$ cat src/hdl/grr_pkg.sv
`default_nettype none

package grr_pkg;

  // request types on the input channel
  localparam logic [1:0] REQ_LOAD  = 2'd0;
  localparam logic [1:0] REQ_START = 2'd1;
  localparam logic [1:0] REQ_PRINT = 2'd2;

  // result kinds
  localparam logic [1:0] KIND_WIN  = 2'd0;
  localparam logic [1:0] KIND_ROW  = 2'd1;
  localparam logic [1:0] KIND_CLIP = 2'd2;

  // configuration register indexes
  localparam logic [2:0] CFG_GLYPH_W  = 3'd0;
  localparam logic [2:0] CFG_GLYPH_H  = 3'd1;
  localparam logic [2:0] CFG_CELL_W   = 3'd2;
  localparam logic [2:0] CFG_CELL_H   = 3'd3;
  localparam logic [2:0] CFG_PROP     = 3'd4;
  localparam logic [2:0] CFG_SCREEN_W = 3'd5;

  // replacement for codes outside the font
  localparam logic [7:0] CHAR_QMARK = 8'h3F;

  // glyph base address width: 8-bit index times 5-bit height
  localparam int BASE_W = 13;

  typedef struct packed {
    logic [1:0]  req_type;
    logic [10:0] font_addr;
    logic [7:0]  font_byte;
    logic [15:0] start_left;
    logic [15:0] start_top;
    logic [7:0]  char_code;
  } in_item_t;

  typedef struct packed {
    logic [1:0]  kind;
    logic [15:0] win_left;
    logic [15:0] win_top;
    logic [4:0]  win_width;
    logic [4:0]  win_height;
    logic [15:0] row_mask;
    logic [4:0]  advance;
    logic [15:0] total_width;
    logic        last;
  } out_item_t;

  // saturated configuration seen by front and back
  typedef struct packed {
    logic [3:0]  gw;
    logic [4:0]  gh;
    logic [4:0]  cw;
    logic [4:0]  ch;
    logic [4:0]  pad;
    logic        prop;
    logic [15:0] screen_width;
  } cfg_t;

  typedef enum logic [1:0] {
    OP_LOAD  = 2'd0,
    OP_START = 2'd1,
    OP_PRINT = 2'd2
  } op_t;

  // one classified item in the queue
  typedef struct packed {
    op_t               op;
    logic [BASE_W-1:0] addr;
    logic [7:0]        font_byte;
    logic [7:0]        idx;
    logic [15:0]       left;
    logic [15:0]       top;
  } q_entry_t;

endpackage

`default_nettype wire

$ cat src/hdl/grr_queue.sv
`default_nettype none

module grr_queue (
  input  wire                clk,
  input  wire                rst_n,
  input  wire                push,
  input  grr_pkg::q_entry_t  push_entry,
  output logic               full,
  input  wire                pop,
  output logic               valid,
  output grr_pkg::q_entry_t  head
);
  import grr_pkg::*;

  q_entry_t   slot_r [2];
  logic       wr_ptr_r;
  logic       rd_ptr_r;
  logic [1:0] count_r;
  logic       do_push;
  logic       do_pop;

  assign full    = (count_r == 2'd2);
  assign valid   = (count_r != 2'd0);
  assign head    = slot_r[rd_ptr_r];
  assign do_push = push && !full;
  assign do_pop  = pop && valid;

  // pointers and fill count
  always_ff @(posedge clk) begin
    if (!rst_n) begin
      wr_ptr_r <= 1'b0;
      rd_ptr_r <= 1'b0;
      count_r  <= 2'd0;
    end else begin
      if (do_push) wr_ptr_r <= !wr_ptr_r;
      if (do_pop)  rd_ptr_r <= !rd_ptr_r;
      if (do_push && !do_pop) count_r <= count_r + 2'd1;
      else if (!do_push && do_pop) count_r <= count_r - 2'd1;
    end
  end

  // entry storage
  always_ff @(posedge clk) begin
    if (do_push) slot_r[wr_ptr_r] <= push_entry;
  end

endmodule

`default_nettype wire

$ cat config.mk
export PLATFORM = sky130hd
export DESIGN_NAME = grr_queue
export DESIGN_NICKNAME = d
export VERILOG_FILES = /design/src/hdl/grr_pkg.sv /design/src/hdl/grr_queue.sv
export SDC_FILE = /design/constraint.sdc
export NUM_CORES = 1
export LEC_CHECK = 0
export ABC_CLOCK_PERIOD_IN_PS = 6200
export BUFFER_PORTS_ARGS = -buffer_cell sky130_fd_sc_hd__clkbuf_2
export CAP_MARGIN = 20
export CELL_PAD_IN_SITES_DETAIL_PLACEMENT = 1
export CELL_PAD_IN_SITES_GLOBAL_PLACEMENT = 1
export CORE_MARGIN = 1
export CORE_UTILIZATION = 43
export DETAILED_ROUTE_END_ITERATION = 10
export MAX_ROUTING_LAYER = met4
export PLACE_DENSITY = 0.78
export SLEW_MARGIN = 10
export SYNTH_ARGS = -nofsm -noshare
export SYNTH_HDL_FRONTEND = slang
export SYNTH_SLANG_ARGS = --single-unit
$ cat constraint.sdc
create_clock -name clk -period 6.2 [get_ports clk]
set_input_delay 1.86 -clock clk [delete_from_list [all_inputs] [get_ports clk]]
set_output_delay 1.86 -clock clk [all_outputs]
set_load 0.02 [all_outputs]
==> flow_summary.json, run 1 <==
{
  "fin_crit_sh_pct": 68.4,
  "endpoint_kind": "output port",
  "cts.hold.buffers_added": 0,
  "p_sw_share_pct": 28.9,
  "syn-mean-instance-area_um2": 21.6,
  "grt_pass1_wl_mm": 13.1,
  "crit_chain": "buf_4, mux2_2, clkbuf_2",
  "detail_route.iter0.violations": 86,
  "path_class": "flop to output port",
  "fmaxAchievable_mhz": 236,
  "clkLatencyLatePin_ns": 0.50,
  "firstDrtPassIters": 4,
  "wl_per_cell_um": 16.5,
  "post_cts_buffers": 0,
  "internal_power_w": 0.00195,
  "synth_simple_gate_area_share_pct": 1.20,
  "clkTransAtPathRegs_ns": 0.05,
  "cts_tree": "yes",
  "seq_power_share_pct": 42.7,
  "outcome": "completed",
  "rrSetupSlack_ns": 3.99,
  "die_x_um": 107,
  "synth_top_family_by_area": "multiplexers",
  "instances_no_fill": 520,
  "vdd_drop_max_uv": 211,
  "antenna_found_initial": 0,
  "slowest_delay_ns": 0.76,
  "combPwrFrac_pct": 24.8,
  "cts.sink_count": 131,
  "muxShareOfSynthArea_pct": 14.8,
  "yosysWarningCount": 0,
  "syn_nets": 289,
  "synth_compound_area_share_pct": 0.681,
  "ant_nets": 0,
  "slew_headroom_pct": 47.2,
  "netlist_area_mm2": 0.00478,
  "ys_types": 22,
  "initial_utilization_pct": 44.1,
  "grt_setup_unrepaired": "no",
  "routed_wirelength_mm": 8.56,
  "nets": 436,
  "placed_cells": 489,
  "synthXorXnorAreaFrac_pct": 0.550,
  "fill_cells": 1051,
  "crit_family": "flip-flops",
  "row_count": 38,
  "regToRegStartpoint": "count_r[0]",
  "cts_resized": 0,
  "grt-ovfl-total": 0,
  "finalCriticalPeriod_ns": 4.24,
  "seq_area_frac_synth_pct": 81.3,
  "worst_slew_pin_slew_ns": 0.792,
  "worstHoldPathCells": 2,
  "worstSetupStartpointType": "flop",
  "dieArea_mm2": 0.0115,
  "dr_total_vias": 2468,
  "place.gp.congestion": 0.693,
  "syn_inst": 221,
  "antenna_cells": 0,
  "crit_slowest_cell": "dfxtp_2",
  "drc": 0,
  "regToRegEndpoint": "slot_r[1][55]",
  "areaGrowthSynthToFinish_pct": 28.4,
  "io_pins": 132,
  "setup_violations": 0,
  "holdPathEnd": "count_r[1]",
  "hold_violations": 0,
  "grt_start_max_net_pins": 40,
  "multi_input_area_um2": 846,
  "ys_seq_elements": 131,
  "cp.arrival_ns": 2.38,
  "critical_path_buf_inv_count": 2,
  "min_from": "count_r[1]",
  "synthAdderAreaFrac_pct": 0.262,
  "cp.required_ns": 4.34,
  "die_y_um": 107,
  "p_leak_nw": 2.34,
  "final_layout_size_suffix_gt1_share_pct": 60.5,
  "viasPerCell": 4.75,
  "core_mm2": 0.0108,
  "ff_latch_area_mm2": 0.00388,
  "hp-class": "flop to flop",
  "port_buffers": 131,
  "clkPwrFrac_pct": 32.5,
  "hpwl_mm": 5.76,
  "clock_skew_ns": 0.00813,
  "track_usage_pct": 16.1,
  "net-switching-power_w": 0.000793,
  "crit_fanout": 36,
  "reg2reg_depth": 3,
  "tns_ns": 0,
  "root_buffer": "clkbuf_8",
  "cts_buffers": 17,
  "clock_path_buffers": 2,
  "htree_levels": 4,
  "cap_violations": 0,
  "slew_violations": 0,
  "p_per_area_mw_per_mm2": 447,
  "first_global_vias": 2661
}
## metrics by stage
| stage | area (µm²) | setup WS, ns | power (W) | util (%) | hold slack, ns |
|---|---|---|---|---|---|
| 6_report | 6140 | 1.96 | 0.00275 | 56.6 | 0.540 |
| 5_1_grt | 6140 | 1.75 | 0.00287 | 56.6 | 0.590 |
| 4_1_cts | 6140 | 1.84 | 0.00279 | 56.6 | 0.534 |
| 3_5_place_dp | 5600 | 2.40 | 0.00189 | 51.7 | 0.526 |
| 3_3_place_gp | 5600 | 2.42 | 0.00187 | 51.7 | 0.500 |
| 2_1_floorplan | 4780 | 1.32 | 0.00167 | - | 0.479 |
## synth_stat cells, drive strengths merged
library cell / count / area (µm²)
edfxtp: 126 / 3780
mux2: 63 / 709
buf: 7 / 50.0
dfxtp: 5 / 100
and2: 3 / 18.8
a21boi: 2 / 15.0
inv: 2 / 7.50
o21ai: 2 / 10.0
xnor2: 2 / 17.5
and3: 1 / 6.26
ha: 1 / 12.5
nand2b: 1 / 6.26
nor2: 1 / 3.75
nor3: 1 / 10.0
o21a: 1 / 7.51
or2: 1 / 6.26
or3: 1 / 6.26
xor2: 1 / 8.76
## cells by family after synthesis
kind of cell,count (synthesis)
XOR/XNOR,3
AND/OR/NAND/NOR,9
adder cells (fa/ha/maj),1
buffers and inverters,9
AO/OA/AOI/OAI,5
multiplexers,63
flip-flops,131
## area by class of cell
type / count / area share [%]
sequential: 131 / 63.3
tap: 140 / 2.85
timing repair buffer: 135 / 11.2
clock inverter: 13 / 1.94
clock buffer: 18 / 6.81
inverter: 2 / 0.122
multi-input combinational: 81 / 13.8
## registers in the layout, indices dropped and copies added (netlist names), named ones only
register and count:
wr_ptr_r 1, rd_ptr_r 1, slot_r 126, count_r 2
## placed cells by master (no fill, tap or decap)
master and instances:
clkbuf_2 131, edfxtp_1 126, mux2_2 63, clkbuf_16 16, clkinv_2 5, dfxtp_1 4, buf_4 4, and2_1 3
clkinv_1 3, clkinvlp_4 3, xnor2_1 2, bufinv_16 2, or2_2 1, nand2b_1 1, inv_2 1, o21ai_1 1
inv_1 1, nor2_1 1, and3_2 1, nor3_4 1, a21boi_0 1, o21a_1 1, xor2_1 1, o21ai_0 1
or3_1 1, a21boi_1 1, ha_1 1, dfxtp_2 1, clkbuf_8 1, clkbuf_1 1
## worst max path at each step
stage,start,cells after the start,to,slack [ns]
6_report,flop,3,head[46],1.96
5_1_grt,flop,3,head[41],1.75
4_1_cts,flop,3,head[41],1.84
3_5_place_dp,flop,3,head[41],2.40
3_3_place_gp,flop,3,head[41],2.42
2_1_floorplan,push,2,slot_r[0][0],1.32
## power groups by stage
stage               Sequential, W  Combinational (W)  Clock [W]
floorplan                 0.00116           0.000506          0
finish                    0.00117           0.000681   0.000893
global route              0.00119           0.000732   0.000954
detailed placement        0.00119           0.000694          0
global placement          0.00118           0.000683          0
CTS                       0.00118           0.000698   0.000915
## metal layers
metal	routed length, µm	track usage [%]
met1	3650	18.6
met2	4410	26.8
met3	464	5.33
met5	0	-
met4	38	5.28
## worst min-delay path, delay by kind of cell (launching register included)
kind	cells	cell delay, ns
AOI/OAI and AO/OA	2	0.16
DFF	1	0.34
No activity file was read; power rests on OpenSTA's default activity.
==> run 2: changes to the inputs <==
--- a/config.mk
+++ b/config.mk
@@ -5,16 +5,16 @@
 export SDC_FILE = /design/constraint.sdc
 export NUM_CORES = 1
 export LEC_CHECK = 0
-export ABC_CLOCK_PERIOD_IN_PS = 6200
+export ABC_CLOCK_PERIOD_IN_PS = 3800
 export BUFFER_PORTS_ARGS = -buffer_cell sky130_fd_sc_hd__clkbuf_2
 export CAP_MARGIN = 20
 export CELL_PAD_IN_SITES_DETAIL_PLACEMENT = 1
 export CELL_PAD_IN_SITES_GLOBAL_PLACEMENT = 1
 export CORE_MARGIN = 1
-export CORE_UTILIZATION = 43
+export CORE_UTILIZATION = 39
 export DETAILED_ROUTE_END_ITERATION = 10
 export MAX_ROUTING_LAYER = met4
-export PLACE_DENSITY = 0.78
+export PLACE_DENSITY = 0.75
 export SLEW_MARGIN = 10
 export SYNTH_ARGS = -nofsm -noshare
 export SYNTH_HDL_FRONTEND = slang
==> constraint.sdc (replaced) <==
create_clock -name clk -period 3.8 [get_ports clk]
set_input_delay 1.14 -clock clk [delete_from_list [all_inputs] [get_ports clk]]
set_output_delay 1.14 -clock clk [all_outputs]
set_load 0.02 [all_outputs]
==> run 2 against run 1 <==
  * Clock power is 84% higher
  * Global-route usage hardly changed
  * Combinational power is 72% higher
  * Sequential share of layout area is 1.1 points lower
  * Setup slack worse by 1.1 ns
  * Core utilization is 4.4 points lower
  * Clock-buffer cell count is 1 higher
  * Via count is 2.6% higher
  * Non-clock buffer count is 2 higher
  * Critical endpoint is now head[53]
  * Largest cell class unchanged
==> flow_summary.json, run 2 (synthesis results as in run 1) <==
{
  "outcome": "completed",
  "hpwl_mm": 5.89,
  "p_sw_share_pct": 28.2,
  "reg2reg_depth": 3,
  "p_leak_nw": 2.39,
  "seq_power_share_pct": 40.2,
  "cts.hold.buffers_added": 0,
  "p_per_area_mw_per_mm2": 753,
  "io_pins": 132,
  "regToRegStartpoint": "count_r[0]",
  "grt_pass1_wl_mm": 14.3,
  "hp-class": "flop to flop",
  "post_cts_buffers": 0,
  "cp.required_ns": 2.66,
  "slowest_delay_ns": 0.49,
  "core_mm2": 0.0120,
  "path_class": "flop to output port",
  "fmaxAchievable_mhz": 338,
  "clkLatencyLatePin_ns": 0.41,
  "ant_nets": 0,
  "instances_no_fill": 530,
  "routed_wirelength_mm": 9.18,
  "cts.sink_count": 131,
  "placed_cells": 498,
  "crit_slowest_cell": "dfxtp_2",
  "endpoint_kind": "output port",
  "grt_start_max_net_pins": 39,
  "largestRegisters": "slot_r: 126 flops, count_r: 2 flops",
  "areaGrowthSynthToFinish_pct": 30.7,
  "cp_num_cells": 3,
  "htree_levels": 4,
  "largest_register_ffs": 126,
  "dieArea_mm2": 0.0127,
  "cts_tree": "yes",
  "setup_violations": 0,
  "worstHoldPathCells": 2,
  "drc": 0,
  "fin_hold_ws_ns": 0.530,
  "grt_setup_unrepaired": "no",
  "cp.arrival_ns": 1.82,
  "fill_cells": 1119,
  "slew_headroom_pct": 58.8,
  "clkTransAtPathRegs_ns": 0.05,
  "firstDrtPassIters": 4,
  "crit_family": "buffers and inverters",
  "worstSetupStartpointType": "flop",
  "clock_skew_ns": 0.00641,
  "wl_per_cell_um": 17.3,
  "net-switching-power_w": 0.00133,
  "crit_fanout": 21,
  "viasPerCell": 4.78,
  "cts_resized": 0,
  "mostFrequentLayoutCell": "clkbuf_2",
  "combPwrFrac_pct": 24.9,
  "cap_violations": 0,
  "track_usage_pct": 16.1,
  "die_y_um": 113,
  "nets": 438,
  "dr_total_vias": 2533,
  "grt-ovfl-total": 0,
  "clkPwrFrac_pct": 35.0,
  "critical_path_buf_inv_count": 2,
  "die_x_um": 113,
  "row_count": 40,
  "detail_route.iter0.violations": 131,
  "fin_crit_sh_pct": 77.9,
  "post-route-util_pct": 52.2,
  "root_buffer": "clkbuf_16",
  "layout_common_cells": "131 x clkbuf_2, 126 x edfxtp_1, 63 x mux2_2",
  "cts_buffers": 17,
  "initial_utilization_pct": 40.0,
  "antenna_found_initial": 0,
  "tns_ns": 0,
  "first_global_vias": 2774,
  "top_register": "slot_r",
  "crit_chain": "buf_4, mux2_2, clkbuf_2",
  "antenna_cells": 0,
  "min_from": "count_r[1]",
  "hold_violations": 0,
  "slew_violations": 0,
  "final_layout_size_suffix_gt1_share_pct": 60.8,
  "worst_slew_pin_slew_ns": 0.617,
  "clock_path_buffers": 2,
  "internal_power_w": 0.00337,
  "place.gp.congestion": 0.681,
  "vdd_drop_max_uv": 336,
  "finalCriticalPeriod_ns": 2.96,
  "port_buffers": 131
}
-- run 2: power by group through the flow --
stage | Clock (W) | Sequential [W] | Combinational [W]
floorplan | 0 | 0.00189 | 0.000829
global placement | 0 | 0.00190 | 0.00116
detailed placement | 0 | 0.00192 | 0.00118
CTS | 0.00169 | 0.00189 | 0.00120
global route | 0.00174 | 0.00191 | 0.00125
finish | 0.00164 | 0.00189 | 0.00117
-- run 2: worst register-to-register path: cells and delay by family (launching register included) --
| kind | cells | cell delay [ns] |
|---|---|---|
| flip-flops | 1 | 0.41 |
| AND/OR/NAND/NOR | 2 | 0.80 |
| buffers and inverters | 1 | 0.35 |
-- run 2: final cells by class --
type / count / area (µm²) / area share (%)
repair buffers: 137 / 726 / 11.6
multi-input cells: 81 / 846 / 13.5
clock buffers: 19 / 433 / 6.93
inverters: 2 / 7.51 / 0.120
flip-flops and latches: 131 / 3880 / 62.2
clock inverters: 13 / 165 / 2.64
well taps: 147 / 184 / 2.94
-- run 2: worst paths after layout --
check                                     end  slack [ns]
worst max-delay path                 head[53]        0.84
worst min-delay path               count_r[1]        0.53
worst max register to register  slot_r[1][17]        1.93
worst min register to register     count_r[1]        0.53
-- run 2: per-stage QoR --
step,setup WS [ns],cell area (µm²),total power (W)
after floorplan,0.617,4790,0.00272
after global placement,1.26,5650,0.00307
after detailed placement,1.25,5650,0.00310
after CTS,0.788,6250,0.00478
after global routing,0.744,6250,0.00490
final,0.838,6250,0.00470
-- run 2: layer usage --
layer  GRT usage [%]  part of all wire (%)  vias up
li1                -                     -     1174
met1            17.4                    39     1252
met2            27.2                    53       92
met3            6.05                   6.8       15
met4            5.87                   1.4        0
met5               -                     0        -
