--- src/hdl/grr_pkg.sv ---
`default_nettype none

package grr_pkg;

  // request types on the input channel
  localparam logic [1:0] REQ_LOAD  = 2'd0;
  localparam logic [1:0] REQ_START = 2'd1;
  localparam logic [1:0] REQ_PRINT = 2'd2;

  // result kinds
  localparam logic [1:0] KIND_WIN  = 2'd0;
  localparam logic [1:0] KIND_ROW  = 2'd1;
  localparam logic [1:0] KIND_CLIP = 2'd2;

  // configuration register indexes
  localparam logic [2:0] CFG_GLYPH_W  = 3'd0;
  localparam logic [2:0] CFG_GLYPH_H  = 3'd1;
  localparam logic [2:0] CFG_CELL_W   = 3'd2;
  localparam logic [2:0] CFG_CELL_H   = 3'd3;
  localparam logic [2:0] CFG_PROP     = 3'd4;
  localparam logic [2:0] CFG_SCREEN_W = 3'd5;

  // replacement for codes outside the font
  localparam logic [7:0] CHAR_QMARK = 8'h3F;

  // glyph base address width: 8-bit index times 5-bit height
  localparam int BASE_W = 13;

  typedef struct packed {
    logic [1:0]  req_type;
    logic [10:0] font_addr;
    logic [7:0]  font_byte;
    logic [15:0] start_left;
    logic [15:0] start_top;
    logic [7:0]  char_code;
  } in_item_t;

  typedef struct packed {
    logic [1:0]  kind;
    logic [15:0] win_left;
    logic [15:0] win_top;
    logic [4:0]  win_width;
    logic [4:0]  win_height;
    logic [15:0] row_mask;
    logic [4:0]  advance;
    logic [15:0] total_width;
    logic        last;
  } out_item_t;

  // saturated configuration seen by front and back
  typedef struct packed {
    logic [3:0]  gw;
    logic [4:0]  gh;
    logic [4:0]  cw;
    logic [4:0]  ch;
    logic [4:0]  pad;
    logic        prop;
    logic [15:0] screen_width;
  } cfg_t;

  typedef enum logic [1:0] {
    OP_LOAD  = 2'd0,
    OP_START = 2'd1,
    OP_PRINT = 2'd2
  } op_t;

  // one classified item in the queue
  typedef struct packed {
    op_t               op;
    logic [BASE_W-1:0] addr;
    logic [7:0]        font_byte;
    logic [7:0]        idx;
    logic [15:0]       left;
    logic [15:0]       top;
  } q_entry_t;

endpackage

`default_nettype wire

--- src/hdl/grr_front.sv ---
`default_nettype none

module grr_front #(
  parameter int FIRST_CODE = 32,
  parameter int LAST_CODE  = 127
) (
  input  wire                 clk,
  input  wire                 rst_n,
  input  grr_pkg::cfg_t       cfg,
  input  wire                 in_valid,
  output logic                in_stall,
  input  grr_pkg::in_item_t   in_data,
  input  wire                 q_full,
  output logic                q_push,
  output grr_pkg::q_entry_t   q_entry
);
  import grr_pkg::*;

  logic [7:0] code;
  logic [7:0] idx;
  logic       accept;

  // stall only while the queue has no room
  assign in_stall = q_full;
  assign accept   = in_valid && !q_full;

  // map out-of-range codes to the replacement glyph
  always_comb begin
    code = in_data.char_code;
    if ((32'(in_data.char_code) < FIRST_CODE) || (32'(in_data.char_code) > LAST_CODE)) begin
      code = CHAR_QMARK;
    end
    idx = code - 8'(FIRST_CODE);
  end

  // classify the item and build the queue entry
  always_comb begin
    q_entry           = '0;
    q_entry.font_byte = in_data.font_byte;
    q_entry.idx       = idx;
    q_entry.left      = in_data.start_left;
    q_entry.top       = in_data.start_top;
    q_push            = 1'b0;
    unique case (in_data.req_type)
      REQ_LOAD: begin
        q_entry.op   = OP_LOAD;
        q_entry.addr = BASE_W'(in_data.font_addr);
        q_push       = accept;
      end
      REQ_START: begin
        q_entry.op = OP_START;
        q_push     = accept;
      end
      REQ_PRINT: begin
        q_entry.op   = OP_PRINT;
        q_entry.addr = idx * cfg.gh;
        q_push       = accept;
      end
      default: begin
        // unused request type: taken and dropped
        q_entry.op = OP_START;
        q_push     = 1'b0;
      end
    endcase
  end

endmodule

`default_nettype wire

--- config.mk ---
export PLATFORM = sky130hd
export DESIGN_NAME = grr_front
export DESIGN_NICKNAME = d
export VERILOG_FILES = /design/src/hdl/grr_pkg.sv /design/src/hdl/grr_front.sv
export SDC_FILE = /design/constraint.sdc
export NUM_CORES = 1
export LEC_CHECK = 0
export ABC_AREA = 1
export BUFFER_PORTS_ARGS = -buffer_cell sky130_fd_sc_hd__clkbuf_2
export CORE_UTILIZATION = 43
export DETAILED_ROUTE_END_ITERATION = 10
export GPL_TIMING_DRIVEN = 0
export PLACE_DENSITY = 0.92
export SYNTH_ARGS = -nofsm -noshare
export SYNTH_HDL_FRONTEND = slang
export SYNTH_SLANG_ARGS = --single-unit
--- constraint.sdc ---
create_clock -name vclk -period 5
set_input_delay 0 -clock vclk [all_inputs]
set_output_delay 0 -clock vclk [all_outputs]
set_load 0.01 [all_outputs]
==> metrics.md, run 1 <==
| Metric | Value |
|---|---|
| Ports | 171 |
| Vias/cell | ~4.5 |
| Slew HR | 81.1% |
| Setup tns final | 0 ns |
| Power per cell area | 195 nW/um2 |
| Mapped Cells | about 300 |
| Yosys top cell by area | fa_1 |
| Wire per inst | 9.90 um |
| DRT antenna net count | 0 |
| Internal | ~0.0002 W |
| Maxcap violations | 0 |
| Sw Share | 58.6% |
| Layout cells sized above 1 | 41.8% |
| Clk pwr share | 0% |
| Status | finished, final reports clean |
| GRT Total Usage | 19.8% |
| IR drop worst, VDD | 0.108 mV |
| CP Class | input pin to output port |
| Tcrit/Tclk final | 69.9% |
| Worst Path Buf+Inv | 8 |
| # clk buffers | 0 |
| Yosys warnings | 0 |
| GRT Residual Overflow | 0 |
| Post-Syn Area per Cell | ~6.4 um2 |
| First-pass iteration count of the detailed router | 4 |
| Seq pwr share | 0% |
| P_sw | 0.000278 W |
| Row cnt | 23 |
| Hold buffers post-CTS | 0 |
| CTS resizes | 0 |
| Synth cell count leaders | nand2_1, inv_1, buf_4 |
| Storage cell area | 0 um2 |
| Critical Path Fanout Max | 5 |
| DRC viols | 0 |
| Max Fclk | roughly 290 MHz |
| CP max-delay cell | fa_1 |
| Gate power share | 100.0% |
| CP endpoint | q_entry[60] |
| Setup-failing EPs final | 0 |
| Wirelength, routed | 4380 um |
| Cell family with most CP delay | adder cells |
| CP required | 5.00 ns |
| Pins Over Slew Limit | 0 |
| Via count | 2002 |
| Largest net degree at the start of global routing | 11 |
| Nets | 540 |
| Final instance area | 2430 um2 |
| Largest cells by area after synthesis | fa_1, buf_4, ha_1 |
| Inserted Diodes | 0 |
| Global-route wire length before repair | 7290 um |
| Vias in the first global route | 1843 |
| Worst path cell trace | clkbuf_2, inv_2, nand2_2, nor2_1, inv_1, nor2_1, fa_1, fa_1, inv_1, fa_1, inv_1, ha_1, nand2_2, inv_2, nand2_2, nand2_1, nand2_1, nand3_1, nand2_1, clkinv_1, nor2_2, clkbuf_2 |
| Dpl hpwl | 4100 um |
| Final worst path period need | roughly 3.5 ns |
| Lkg Pwr | 1.59 nW |
| Initial core utilization | between 40% and 50% |
| Post-synthesis to final-layout area growth | 27.8% |
| Die Ht | 68.5 um |
| Crit end category | output port |
| WHS Path Cells | 2 |
| Count leader, synth | nand2_1 |
| Initial DRC Count | 77 |
| Num sequential | 0 |
| Initial antenna violation count | 0 |
| IO Port Bufs | 93 |
| Slowest stage delay, CP | 0.56 ns |
| Postcts setup bufs | 0 |
| Stages on worst setup path | 22 |
| Die footprint | roughly 4700 um2 |
| Register area share after synthesis | 0% |
| Fin. Hold Viols | 0 |
| Placed Area | 2430 um2 |
| Worst EP arrival | about 3.5 ns |
| Critical Path Start | in_data[7] |
| Post-Syn Area | 1900 um2 |
| Worst Setup Start Kind | input pin |
| Die width | about 68 um |
| RSZ-0062 raised after global routing | no |
| Worst-Margin Slew | approximately 0.28 ns |
| Synthesized Nets | 445 |
| Worst hold path type | input pin to output port |
| Library cells used by synthesis | 26 |
| GP Congestion | 0.855 |
| Core box area | 4120 um2 |
| Top cell type's share of synthesized area | 19.0% |
==> cell usage in the layout (no fill, tap or decap), drive strengths merged <==
master  count
a21oi       6
a22o        3
a32o        1
buf        43
clkbuf     95
clkinv      1
fa         18
ha         22
inv        57
nand2      77
nand3      14
nand3b      3
nand4       2
nor2       45
o21ai       2
or2         3
==> worst min-delay path by stage <==
stage	endpoint	slack (ns)	startpoint
global route	q_entry[8]	0.19	in_data[16]
CTS	q_entry[27]	0.19	in_data[35]
floorplan	q_push	0.05	q_full
finish	q_entry[27]	0.19	in_data[35]
global placement	q_entry[27]	0.19	in_data[35]
detailed placement	q_entry[27]	0.19	in_data[35]
==> cells by family after synthesis <==
| family | share of synthesized area, % |
|---|---|
| adders and majority gates | 33.5 |
| AOI/OAI and AO/OA | 4.61 |
| and+or+nand+nor | 33.0 |
| buffers and inverters | 28.9 |
==> per-layer routing <==
metal  routed length (um)  part of all wire, %  vias to the layer above  track usage (%)
li1                     -                    -                     1044                -
met1                 1750                   40                      881             23.3
met2                 2360                   54                       71             38.6
met3                  230                  5.3                        6             1.33
met4                   40                 0.91                        0             3.65
met5                    0                    0                        -                0
==> per-stage QoR <==
stage	setup slack, ns	power, W	hold slack, ns	cells	utilization [%]
2_1_floorplan	1.85	0.000361	0.0475	299	-
3_3_place_gp	1.53	0.000467	0.188	442	59.0
3_5_place_dp	1.50	0.000475	0.188	442	59.0
4_1_cts	1.50	0.000478	0.188	442	59.0
5_1_grt	1.22	0.000551	0.190	442	59.0
6_report	1.51	0.000475	0.186	442	59.0
==> power by group through the flow <==
stage          sequential (W)  combinational (W)  clock (W)
6_report                    0           0.000475          0
5_1_grt                     0           0.000551          0
4_1_cts                     0           0.000478          0
3_5_place_dp                0           0.000475          0
3_3_place_gp                0           0.000467          0
2_1_floorplan               0           0.000361          0
==> cell type report <==
cell class                      count  area, um2
Buffer                             45        332
Fill cell                         426       1690
Inverter                           58        218
Multi-Input combinational cell    196       1350
Tap cell                           50       62.6
Timing Repair Buffer               93        465
Note: power is estimated with default switching activity, not from simulation.
==> run 2, diff against run 1 <==
Settings changed: ABC_AREA 1 to 0, CORE_UTILIZATION 43 to 35, PLACE_DENSITY 0.92 to 0.82.
Clock period 5 ns to 3.1 ns, I/O delays scaled along.
==> metrics.md, run 2 <==
| Metric | Value |
|---|---|
| Status | complete, but fails checks |
| Failing checks | setup timing |
| Worst path cell trace | buf_8, o21bai_4, nor2_4, buf_6, nor2b_4, fa_1, fa_1, inv_2, fa_1, inv_2, ha_4, nand3_4, o2111ai_4, a221o_1, a2111o_1, o21ai_2, buf_2 |
| Die Ht | 73.5 um (+7.4%) |
| Setup tns final | -3.32 ns (-3.32 ns) |
| Critical Path Most Common Cell | fa_1 |
| Mapped Cells | 233 (-22%) |
| Vias/cell | 4.62 (+1.9%) |
| CP Class | input pin to output port |
| Dpl hpwl | 3800 um (-7.4%) |
| Top cell type's share of synthesized area | 20.1% (+1.2 points) |
| Largest cells by area after synthesis | fa_1, buf_4, ha_1 |
| Hold buffers post-CTS | 0 (unchanged) |
| Final instance area | 2800 um2 (+15%) |
| Initial DRC Count | 33 (-57%) |
| Yosys top cell by area | fa_1 |
| Initial core utilization | 37.2% (-9.0 points) |
| Initial antenna violation count | 0 (unchanged) |
| Ports | 171 (unchanged) |
| Num sequential | 0 (unchanged) |
| Final core utilization | 58.2% (-0.83 points) |
| Critical Path Fanout Max | 5 (unchanged) |
| Layout cells sized above 1 | 58.2% (+16 points) |
| First-pass iteration count of the detailed router | 4 (unchanged) |
| Vias in the first global route | 1740 (-5.6%) |
| Worst-Margin Slew | 0.578 ns (+0.295 ns) |
| Maxcap violations | 0 (unchanged) |
| Count leader, synth | buf_4 |
| IR drop worst, VDD | 0.228 mV (+110%) |
| Worst EP arrival | 3.71 ns (+0.22 ns) |
| CP max-delay cell | fa_1 |
| DRC viols | 0 (unchanged) |
| Most frequent cells in the layout | clkbuf_2, buf_4, inv_1 |
| Largest net degree at the start of global routing | 11 (unchanged) |
| DRT antenna net count | 0 (unchanged) |
| Crit end category | output port |
| Worst hold path type | input pin to output port |
| Post-synthesis to final-layout area growth | 56.5% |
| Lkg Pwr | 1.54 nW (-3.2%) |
| Placed Area | 2480 um2 (+2.3%) |
| Storage cell area | 0 um2 (unchanged) |
| GRT Residual Overflow | 0 (unchanged) |
| Cell family with most CP delay | adder cells |
| Synth cell count leaders | buf_4, inv_1, ha_1 |
| Worst Setup Start Kind | input pin |
| RSZ-0062 raised after global routing | yes |
| Register area share after synthesis | 0% (unchanged) |
| Dpl ws | -0.758 ns (-2.26 ns) |
| Core box area | 4820 um2 (+17%) |
| Row cnt | 25 (+8.7%) |
| Worst setup margin | -0.610 ns (-2.12 ns) |
| Fin. Hold Viols | 0 (unchanged) |
| Nets | 495 (-8.3%) |
| GRT Total Usage | 16.6% (-3.2 points) |
| CP required | 3.10 ns (-1.90 ns) |
| Fillers | 447 (+4.9%) |
| Wire per inst | 11.6 um (+17%) |
| Inserted Diodes | 0 (unchanged) |
| Final worst path period need | 3.71 ns |
| Global-route wire length before repair | 7270 um (-0.38%) |
| Yosys warnings | 0 (unchanged) |
| Power, Total | 0.00108 W (+130%) |
| Via count | 1911 (-4.5%) |
| Post-Syn Area | 1790 um2 (-5.7%) |
| GP Congestion | 0.776 (-9.2%) |
| Worst Path Buf+Inv | 5 (-3) |
| Slew HR | 61.5% (-20 points) |
| Die width | 73.5 um (+7.4%) |
| Library cells used by synthesis | 35 (+35%) |
| IO Port Bufs | 91 (-2.2%) |
| Die footprint | 5410 um2 (+15%) |
| Slowest stage delay, CP | 0.56 ns (about the same) |
| Post-Syn Area per Cell | 7.68 um2 (+21%) |
| Tcrit/Tclk final | 120% |
| Most common cell after layout, fill and taps aside | clkbuf_2 |
| Setup-failing EPs final | 8 (+8) |
| Synthesized Nets | 379 (-15%) |
| Pins Over Slew Limit | 0 (unchanged) |
| # clk buffers | 0 (unchanged) |
| Wirelength, routed | 4800 um (+9.6%) |
| Power per cell area | 384 nW/um2 (+97%) |
| Max Fclk | 270 MHz |
## run 2: changes by cell type after synthesis, sizes merged, moves of 6 or more
cell	before	now
nand3	14	4
inv	57	28
nand2	77	18
mux2i	0	6
nor2	45	14
nor2b	0	20
and2	0	10
## run 2: layout make-up
| class | count | area, um2 | share of cell area, % |
|---|---|---|---|
| multi-input combinational | 157 | 1610 | 57.3 |
| timing repair buffer | 115 | 677 | 24.2 |
| buffer | 47 | 330 | 11.8 |
| inverter | 28 | 105 | 3.75 |
| tap | 67 | 83.8 | 2.99 |
## run 2: cells by family (layout without fill, tap and decap cells)
group | count (synthesis) | after routing | share of synthesized area, %
AND/OR/NAND/NOR | 77 | 77 | 22.6
buffers and inverters | 76 | 190 | 24.5
adder cells (fa/ha/maj) | 40 | 40 | 35.5
AO/OA/AOI/OAI | 31 | 31 | 12.5
multiplexers | 6 | 6 | 3.35
XOR/XNOR | 3 | 3 | 1.47
## run 2: repair_timing
action / CTS / global route
gates resized for setup: 19 / 28
endpoints found under the setup margin: 8 / 9
buffers inserted: 21 / 4
pin swaps: 19 / 13
## run 2: through the flow
step / hold WS, ns / std cells
2_1_floorplan: 0.0292 / 233
3_5_place_dp: 0.188 / 391
3_3_place_gp: 0.187 / 391
5_1_grt: 0.194 / 414
4_1_cts: 0.187 / 411
6_report: 0.186 / 414
## run 2: path summary, 6_finish.rpt
path | from | end | slack [ns] | cells past startpoint
setup / recovery | in_data[5] | q_entry[60] | -0.61 | 17
hold / removal | in_data[39] | q_entry[31] | 0.19 | 2
## run 2: routing by layer
metal,GRT usage (%),vias to the layer above,part of all wire (%)
met5,0,-,0
met4,1.07,0,0.85
met3,1.37,4,5.9
met2,33.7,84,54
met1,19.4,877,39
li1,-,946,-
## run 2: report_power, final
part	total, W	switching (W)	internal [W]
Combinational	0.00108	0.000522	0.000555
Clock	0	0	0
Sequential	0	0	0
Total	0.00108	0.000522	0.000555
==> run 3, diff against run 2 <==
Settings changed: RECOVER_POWER set to 25.
==> metrics.md, run 3 (synthesized netlist as in run 2, its figures left out) <==
| Metric | Value |
|---|---|
| Status | complete, but fails checks |
| Failing checks | setup timing |
| Initial DRC Count | 27 (-18%) |
| Worst setup margin | -0.610 ns (unchanged) |
| Core box area | 4820 um2 (unchanged) |
| Clk pwr share | 0% (unchanged) |
| Largest net degree at the start of global routing | 11 (unchanged) |
| Num sequential | 0 (unchanged) |
| Cell Count, Final, Fillers Out | 414 (unchanged) |
| Crit end category | output port |
| Wire per inst | 11.6 um (unchanged) |
| RSZ-0062 raised after global routing | yes |
| Die width | 73.5 um (unchanged) |
| Maxcap violations | 0 (unchanged) |
| Worst-Margin Slew | 0.578 ns (unchanged) |
| IR drop worst, VDD | 0.228 mV (about the same) |
| GRT Residual Overflow | 0 (unchanged) |
| Hold buffers post-CTS | 0 (unchanged) |
| Gate power share | 100.0% (about the same) |
| Setup-failing EPs final | 8 (unchanged) |
| Dpl ws | -0.758 ns (unchanged) |
| IO Port Bufs | 91 (unchanged) |
| Placed Instances | 391 (unchanged) |
| Sw Share | 48.5% (+0.11 points) |
| Pins Over Slew Limit | 0 (unchanged) |
| Ports | 171 (unchanged) |
| P_sw | 0.000521 W (about the same) |
| Worst EP arrival | 3.71 ns (about the same) |
| Layout cells sized above 1 | 54.2% (-4.0 points) |
| Final core utilization | 57.8% (-0.36 points) |
| Vias/cell | 4.62 (unchanged) |
| Vias in the first global route | 1740 (unchanged) |
| CP max-delay cell | fa_1 |
| Max Fclk | 270 MHz (unchanged) |
| DRT antenna net count | 0 (unchanged) |
| Die footprint | 5410 um2 (unchanged) |
| CP required | 3.10 ns (about the same) |
| Fin. Hold Viols | 0 (unchanged) |
| Slew HR | 61.5% (unchanged) |
| Die Ht | 73.5 um (unchanged) |
| Power per cell area | 386 nW/um2 (+0.40%) |
| Seq pwr share | 0% (unchanged) |
| Global-route wire length before repair | 7270 um (unchanged) |
| Nets | 495 (unchanged) |
| Via count | 1911 (unchanged) |
| Wirelength, routed | 4800 um (unchanged) |
| Slowest stage delay, CP | 0.56 ns (about the same) |
| # clk buffers | 0 (unchanged) |
| Worst hold path type | input pin to output port |
| Lkg Pwr | 1.50 nW (-2.7%) |
| Dpl hpwl | 3800 um (unchanged) |
| DRC viols | 0 (unchanged) |
| Fillers | 454 (+1.6%) |
| Most common cell after layout, fill and taps aside | clkbuf_2 |
| Final worst path period need | 3.71 ns (unchanged) |
| CP Class | input pin to output port |
| Post-synthesis to final-layout area growth | 55.5% |
| GRT Total Usage | 16.6% (unchanged) |
| Critical Path Fanout Max | 5 (unchanged) |
| Storage cell area | 0 um2 (unchanged) |
| Inserted Diodes | 0 (unchanged) |
| Most frequent cells in the layout | clkbuf_2, buf_4, inv_1 |
| Internal | 0.000553 W (-0.44%) |
| Row cnt | 25 (unchanged) |
| First-pass iteration count of the detailed router | 4 (unchanged) |
| Critical Path Most Common Cell | fa_1 |
| Worst path cell trace | buf_8, o21bai_4, nor2_4, buf_6, nor2b_4, fa_1, fa_1, inv_2, fa_1, inv_2, ha_4, nand3_4, o2111ai_4, a221o_1, a2111o_1, o21ai_2, buf_2 |
| Tcrit/Tclk final | 120% (unchanged) |
| Initial antenna violation count | 0 (unchanged) |
| GP Congestion | 0.776 (unchanged) |
| Worst Setup Start Kind | input pin |
| Initial core utilization | 37.2% (unchanged) |
-- run 3: what timing repair did --
action | in CTS | in global routing
setup buffers | 21 | 4
endpoints found under the setup margin | 8 | 9
resized for setup | 19 | 28
pin swaps | 19 | 13
-- run 3: final cells by class --
type               count  area, um2  area share (%)
inverters             28        105            3.78
multi-input cells    157       1610            57.7
repair buffers       115        659            23.7
plain buffers         47        330            11.9
well taps             67       83.8            3.01
-- run 3: routing by layer --
metal  up-vias  global-route usage [%]  part of all wire, %
li1        946                       -                    -
met1       877                    19.4                   39
met2        84                    33.7                   54
met3         4                    1.37                  5.8
met4         0                    1.07                 0.85
met5         -                       0                    0
-- run 3: stage by stage --
stage | hold WS (ns) | power [W] | TNS [ns] | cell area, um2
finish | 0.186 | 0.00107 | -3.32 | 2780
global route | 0.199 | 0.00118 | -4.66 | 2780
CTS | 0.187 | 0.000955 | -2.89 | 2710
detailed placement | 0.188 | 0.000771 | -3.36 | 2480
global placement | 0.187 | 0.000748 | -3.00 | 2480
floorplan | 0.0292 | 0.000578 | -0.510 | 1940
-- run 3: power by group through the flow --
stage | clock [W] | sequential (W) | combinational (W)
floorplan | 0 | 0 | 0.000578
global placement | 0 | 0 | 0.000748
detailed placement | 0 | 0 | 0.000771
CTS | 0 | 0 | 0.000955
global route | 0 | 0 | 0.00118
finish | 0 | 0 | 0.00107
-- run 3: worst max-delay path: cells and delay by family --
kind                     cells  cell delay (ns)
buffers and inverters        5             0.45
adder cells (fa/ha/maj)      4             1.75
AND/OR/NAND/NOR              3             0.25
AO/OA/AOI/OAI                5             1.24
-- run 3: path summary, 6_finish.rpt --
path,startpoint,to,slack [ns],depth (start not counted)
min,in_data[39],q_entry[31],0.19,2
max,in_data[5],q_entry[60],-0.61,17
